`src/rtl/core/csr_sparse_matvec_defines.svh`:
```
// Assertion macros for the sparse matrix-vector block.
// Each expects signals named clock and reset in the enclosing module.
`ifndef CSR_SPARSE_MATVEC_DEFINES_SVH
`define CSR_SPARSE_MATVEC_DEFINES_SVH

// same-cycle implication
`define CSM_ASSERT_IMPLIES(name, ante, cons) \
   name: assert property (@(posedge clock) disable iff (reset) (ante) |-> (cons)) \
      else $error("csr_sparse_matvec: assertion failed");

// next-cycle implication
`define CSM_ASSERT_NEXT(name, ante, cons) \
   name: assert property (@(posedge clock) disable iff (reset) (ante) |=> (cons)) \
      else $error("csr_sparse_matvec: assertion failed");

`endif

```
`src/rtl/core/csm_pkg.sv`:
```
package csm_pkg;

   localparam int ROWS_MAX_DEF = 64;
   localparam int COLS_MAX_DEF = 64;
   localparam int NNZ_MAX_DEF  = 4096;

   localparam int VEC_DEPTH  = 64;
   localparam int VEC_AW     = 6;
   localparam int COL_W      = 6;
   localparam int CFG_DIM_W  = 7;
   localparam int THR_W      = 31;
   localparam int VALUE_W    = 32;
   localparam int ACC_W      = 64;
   localparam int ROW_IDX_W  = 6;
   localparam int ACTION_W   = 2;
   localparam int STATUS_W   = 2;
   localparam int CSR_IDX_W  = 2;
   localparam int CSR_DATA_W = 31;

   typedef logic [ACTION_W-1:0] action_type;
   localparam action_type ACT_LOAD    = 2'd0;
   localparam action_type ACT_VEC     = 2'd1;
   localparam action_type ACT_COMPUTE = 2'd2;

   typedef logic [STATUS_W-1:0] status_type;
   localparam status_type STAT_OK      = 2'd0;
   localparam status_type STAT_SAT     = 2'd1;
   localparam status_type STAT_IGNORED = 2'd2;

   typedef logic [CSR_IDX_W-1:0] csr_idx_type;
   localparam csr_idx_type CSR_NUM_ROWS  = 2'd0;
   localparam csr_idx_type CSR_NUM_COLS  = 2'd1;
   localparam csr_idx_type CSR_THRESHOLD = 2'd2;

   typedef struct packed {
      logic [COL_W-1:0]          col;
      logic signed [VALUE_W-1:0] value;
   } nz_entry_type;

   typedef struct packed {
      logic clear;
      logic valid;
   } mac_ctrl_type;

   typedef struct packed {
      logic busy;
      logic sat;
   } mac_stat_type;

endpackage

```
`src/rtl/core/csm_mac.sv`:
```
module csm_mac import csm_pkg::*; (
   input  logic                      clock,
   input  logic                      reset,
   input  mac_ctrl_type              ctrl,
   input  logic signed [VALUE_W-1:0] op_a,
   input  logic signed [VALUE_W-1:0] op_b,
   output logic signed [ACC_W-1:0]   acc,
   output mac_stat_type              stat
);

   logic signed [ACC_W-1:0] prod_ff;
   logic                    prod_vld_ff;
   logic signed [ACC_W-1:0] acc_ff;
   logic                    sat_ff;
   logic signed [ACC_W-1:0] prod_in;
   logic signed [ACC_W-1:0] sum;
   logic                    ovf;
   logic signed [ACC_W-1:0] acc_in;

   assign prod_in = op_a * op_b;
   assign sum     = acc_ff + prod_ff;
   assign ovf     = (acc_ff[ACC_W-1] == prod_ff[ACC_W-1]) && (sum[ACC_W-1] != acc_ff[ACC_W-1]);

   always_comb begin
      if (ovf) begin
         acc_in = acc_ff[ACC_W-1] ? {1'b1, {(ACC_W-1){1'b0}}} : {1'b0, {(ACC_W-1){1'b1}}};
      end else begin
         acc_in = sum;
      end
   end

   always_ff @(posedge clock) begin
      if (reset) begin
         prod_vld_ff <= 1'b0;
      end else begin
         prod_vld_ff <= ctrl.valid;
      end
   end

   always_ff @(posedge clock) begin
      prod_ff <= prod_in;
      if (ctrl.clear) begin
         acc_ff <= '0;
         sat_ff <= 1'b0;
      end else if (prod_vld_ff) begin
         acc_ff <= acc_in;
         sat_ff <= sat_ff | ovf;
      end
   end

   assign acc       = acc_ff;
   assign stat.busy = prod_vld_ff;
   assign stat.sat  = sat_ff;

endmodule

```
`config.mk`:
```
export PLATFORM = sky130hd
export DESIGN_NAME = csm_mac
export DESIGN_NICKNAME = d
export VERILOG_FILES = /design/src/rtl/core/csr_sparse_matvec_defines.svh /design/src/rtl/core/csm_pkg.sv /design/src/rtl/core/csm_mac.sv
export SDC_FILE = /design/constraint.sdc
export NUM_CORES = 2
export LEC_CHECK = 0
export ABC_AREA = 1
export BUFFER_PORTS_ARGS = -buffer_cell sky130_fd_sc_hd__buf_2
export CAP_MARGIN = 20
export CORE_UTILIZATION = 50
export CTS_BUF_LIST = sky130_fd_sc_hd__clkbuf_4 sky130_fd_sc_hd__clkbuf_8
export DETAILED_ROUTE_END_ITERATION = 8
export PLACE_DENSITY_LB_ADDON = 0.25
export SETUP_SLACK_MARGIN = 0.1
export SYNTH_ARGS = -nofsm -noshare
export SYNTH_HDL_FRONTEND = slang
export SYNTH_SLANG_ARGS = --single-unit
```
`constraint.sdc`:
```
create_clock -name clock -period 11.1 [get_ports clock]
set_input_delay 2.22 -clock clock [delete_from_list [all_inputs] [get_ports clock]]
set_output_delay 2.22 -clock clock [all_outputs]
set_load 0.01 [all_outputs]
```
Yosys cells after proc, flatten, opt, wreduce, memory -nomap -nowiden
Index checks and enable logic that the tools add are counted.

Register bits after elaboration: 130.

Add/subtract/negate cells: 1. Multiply operators: 1. Bitwise gates (word level): 1. Equal/unequal tests: 2. Reductions and logical operators: 1. Muxes and demuxes: 2.

Operators by type and width (number): two-way mux 64 bit (2); adder 64 bit (1); multiplier 32 x 32 -> 64 bit (1); == test 1 bit (1); logical AND 1 bit (1); inequality test 1 bit (1); OR 1 bit (1).

Logic depth before layout (Yosys ltp)
Depth in word-level cells: 4. Depth in mapped cells: 32.

Worst setup path after synthesis
No wires, ideal clock.

Path kind: input to register. Start point: input op_a[31]. End point: register prod_ff[62]. Path buffers: 1. Stages on the path: 30. Required time: 10.988 ns. Arrival time: 8.851 ns. Setup time: 0.112 ns. Slack: 2.137 ns. Cells stage by stage: clkbuf_1 -> nand2_1 -> inv_1 -> fa_1 -> inv_1 -> fa_1 -> inv_1 -> fa_1 -> fa_1 -> inv_1 -> fa_1 -> inv_1 -> fa_1 -> inv_1 -> fa_1 -> inv_1 -> fa_1 -> ha_1 -> a21oi_1 -> inv_1 -> a31oi_1 -> nand2_1 -> nor2_1 -> nand3_1 -> nand2_1 -> nand3_1 -> nand2_1 -> nand2_1 -> nand2_1 -> nand2_1.

Cells in the longest elaborated chain, start to end: 1.

Ends and longest elaborated chain: start: declaration (RTL line csm_mac.sv:5) `input logic signed [VALUE_W-1:0] op_a,`; multiplier 32 x 32 -> 64 bit (RTL line csm_mac.sv:20) `assign prod_in = op_a * op_b;`; named net prod_in[62] (RTL line csm_mac.sv:15) `logic signed [ACC_W-1:0] prod_in;`; end signal: assignment (RTL line csm_mac.sv:41) `prod_ff <= prod_in;`; end: declaration (RTL line csm_mac.sv:11) `logic signed [ACC_W-1:0] prod_ff;`.

The timed path passes the listed nets, and every way through them passes these cells. A chain may end at the register's enable or synchronous reset.

Final worst setup path
Start point: input op_b[8]. End point: register prod_ff[56].

Cells in the longest elaborated chain, start to end: 1.

Ends and longest elaborated chain: start: declaration (RTL line csm_mac.sv:6) `input logic signed [VALUE_W-1:0] op_b,`; multiplier 32 x 32 -> 64 bit (RTL line csm_mac.sv:20); named net prod_in[56] (RTL line csm_mac.sv:15).

The timed path passes the listed nets, and every way through them passes these cells.

==> results.json <==
{
  "setup-violations-final": 0,
  "htreeDepth": 4,
  "hold_start": "sat_ff",
  "cts_buffers": 17,
  "crit_start": "op_b[8]",
  "initial_core_util": 0.505,
  "antenna_found_initial": 8,
  "grt_first_pass_wirelength_mm": 215,
  "wl_mm": 132,
  "post_drt_wl_per_cell_um": 18.8,
  "critPathLaunchType": "input pin",
  "viasPerCell": 5.20,
  "grt_util_met3": 0.0341,
  "grtUsageMet2": 0.502,
  "cp-end-kind": "flop",
  "synthTopCellsByArea": "fa_1 48%, inv_1 14%, nand2_1 12%",
  "path_class": "input pin to flop",
  "rsz0062_at_grt": "false",
  "violations": "design-rule violations",
  "async_flop_share": 0,
  "dp_hpwl_mm": 112,
  "synthesis.nets": 7252,
  "finalNetCount": 7228,
  "synth_cells": 5854,
  "synth_area_um2": 45600,
  "pin_count": 134,
  "insertion_delay_ns": 0.51,
  "cts.path.max_buffers": 2,
  "path_common_cell": "fa_1",
  "cts_tree": "built",
  "drt_drc_violations_left": 2,
  "portBuffers": 133,
  "grt_max_degree": 67,
  "yosysWarnings": 0,
  "ys_seq_elements": 130,
  "finalSetupTns_ns": 0,
  "die_height_um": 304,
  "fin_crit_sh": 0.888,
  "vias": 36537,
  "slew_headroom": 0.378,
  "maxCapViolations": 0,
  "post-route-min-period_ns": 9.86,
  "clk_pin_slew_ns": 0.08,
  "cts-root-buf": "clkbuf_8",
  "yosys_most_used_dff": "dfxtp_1",
  "nFillCells": 8716,
  "clock_sinks": 130,
  "cts_hold_buf": 0,
  "area_delta_synth_final_pct": 4.67,
  "post_cts_resized": 0,
  "max_stage_delay_ns": 0.88,
  "cp_slowest_cell": "fa_1",
  "first_global_vias": 39329,
  "die-area_um2": 92300,
  "cp_max_fo": 32,
  "yosys-top-cells-count": "1697 x inv_1, 1429 x nand2_1, 1083 x fa_1, 276 x nor2_1, 247 x ha_1",
  "skew_ns": 0.0227,
  "synth_area_per_cell_um2": 7.78,
  "die_x_um": 304,
  "globalRouteMet1Util": 0.411,
  "drt_iter0_markers": 2452,
  "seq_area_frac_synth": 0.0571,
  "critical_path_required_ns": 11.49,
  "critical_path_buf_inv_count": 6,
  "path_delay_family": "adder cells",
  "rows": 110,
  "worst_r2r_startpoint": "acc[21]",
  "synth_edf_count": 0,
  "ys_types": 41,
  "max_freq_ghz": 0.101,
  "firstDrtPassIters": 9,
  "cts_setup_buffers": 0,
  "final_hold_viol_count": 0,
  "place.gp.congestion": 0.975,
  "ant_nets": 0,
  "placeableCoreArea_um2": 90100,
  "slew_violations": 0,
  "grt_most_used_layer": "met2",
  "crit_chain": "buf_2, nand2_1, fa_1, fa_1, inv_1, fa_1, fa_1, inv_1, fa_1, inv_1, fa_1, inv_1, fa_1, inv_1, fa_1, ha_1, nand2_1, nor2_1, nand2_1, nor4_1, nand3_1, nand4_1, nand2_1",
  "drive_above_1_share": 0.0383,
  "hold_path_class": "flop to flop",
  "grt_usage": 0.298,
  "tightest_slew_ns": 0.934,
  "synth_top_area_cell": "fa_1",
  "grt_overflow": 0,
  "synth_top_area_frac": 0.476,
  "crit_arrival_ns": 10.24,
  "synthMostInstantiatedCell": "inv_1",
  "status": "complete, but fails checks"
}
[worst min-delay path, delay by kind of cell (launching register included)]
kind	cells	cell delay (ns)
flip-flops	1	0.32
buffers and inverters	1	0.05
AO/OA/AOI/OAI	1	0.05
[sequential cells by signal (all words and copies together), names as in the netlist]
name         cells
acc             64
sat_ff           1
prod_vld_ff      1
prod_ff         64
[final cells by class]
| cell class | count | area (µm²) | area share |
|---|---|---|---|
| multi-input combinational | 3806 | 35700 | 0.749 |
| inverter | 1699 | 6380 | 0.134 |
| sequential | 130 | 2600 | 0.0546 |
| tap | 1176 | 1470 | 0.0309 |
| timing repair buffer | 176 | 1000 | 0.0210 |
| clock buffer | 21 | 283 | 0.00593 |
| clock inverter | 11 | 199 | 0.00417 |
| antenna | 7 | 17.5 | 0.000367 |
[kinds of logic after synthesis]
logic type,synth area share
AO/OA/AOI/OAI,0.0586
XOR/XNOR,0.0213
adder cells (fa/ha/maj),0.544
buffers and inverters,0.159
flip-flops,0.0571
AND/OR/NAND/NOR,0.161
[routing by layer]
layer / routed length [µm] / vias to the layer above
li1: - / 16667
met1: 57300 / 18352
met2: 63100 / 1331
met3: 8940 / 187
met4: 3040 / 0
met5: 0 / -
[path summary, 6_finish.rpt]
path | end | slack [ns] | depth (start not counted)
hold reg to reg | sat_ff | 0.46 | 2
setup / recovery | prod_ff[56] | 1.24 | 23
setup reg to reg | acc[53] | 7.86 | 11
hold / removal | sat_ff | 0.46 | 2
[metrics by stage]
stage / hold slack [ns] / cells / worst slack, ns / utilization / cell area (µm²)
final: 0.456 / 7026 / 1.24 / 0.529 / 47700
after global routing: 0.504 / 7024 / 0.918 / 0.529 / 47700
after CTS: 0.462 / 7018 / 1.32 / 0.529 / 47700
after detailed placement: 0.449 / 6986 / 0.780 / 0.523 / 47200
after global placement: 0.448 / 6986 / 0.865 / 0.523 / 47200
after floorplan: 0.424 / 5854 / 2.14 / - / 45600
[cell usage in the layout, fill, tap and decap left out, types with 2 or more instances in the layout]
cell type,instances
nand4_1,15
a21boi_0,6
nor3_1,19
clkbuf_8,20
inv_6,2
o211ai_1,2
a21oi_1,237
o21a_1,8
xnor2_1,30
nand3_1,104
xor2_1,81
nand2_1,1429
diode_2,7
nand2_2,2
a21o_1,17
dfxtp_1,129
bufinv_16,5
buf_4,42
clkinvlp_4,3
fa_1,1083
o21ai_1,4
ha_1,247
a31oi_1,13
inv_2,2
o21bai_1,30
nor2_1,276
and3_1,4
or2_2,6
o21ai_2,2
buf_2,133
nand3b_1,8
o21ai_0,165
inv_1,1697
nor4_1,8
Power is not shown: default switching activity piles up to over one toggle a cycle in this logic, so the estimate is an artifact.
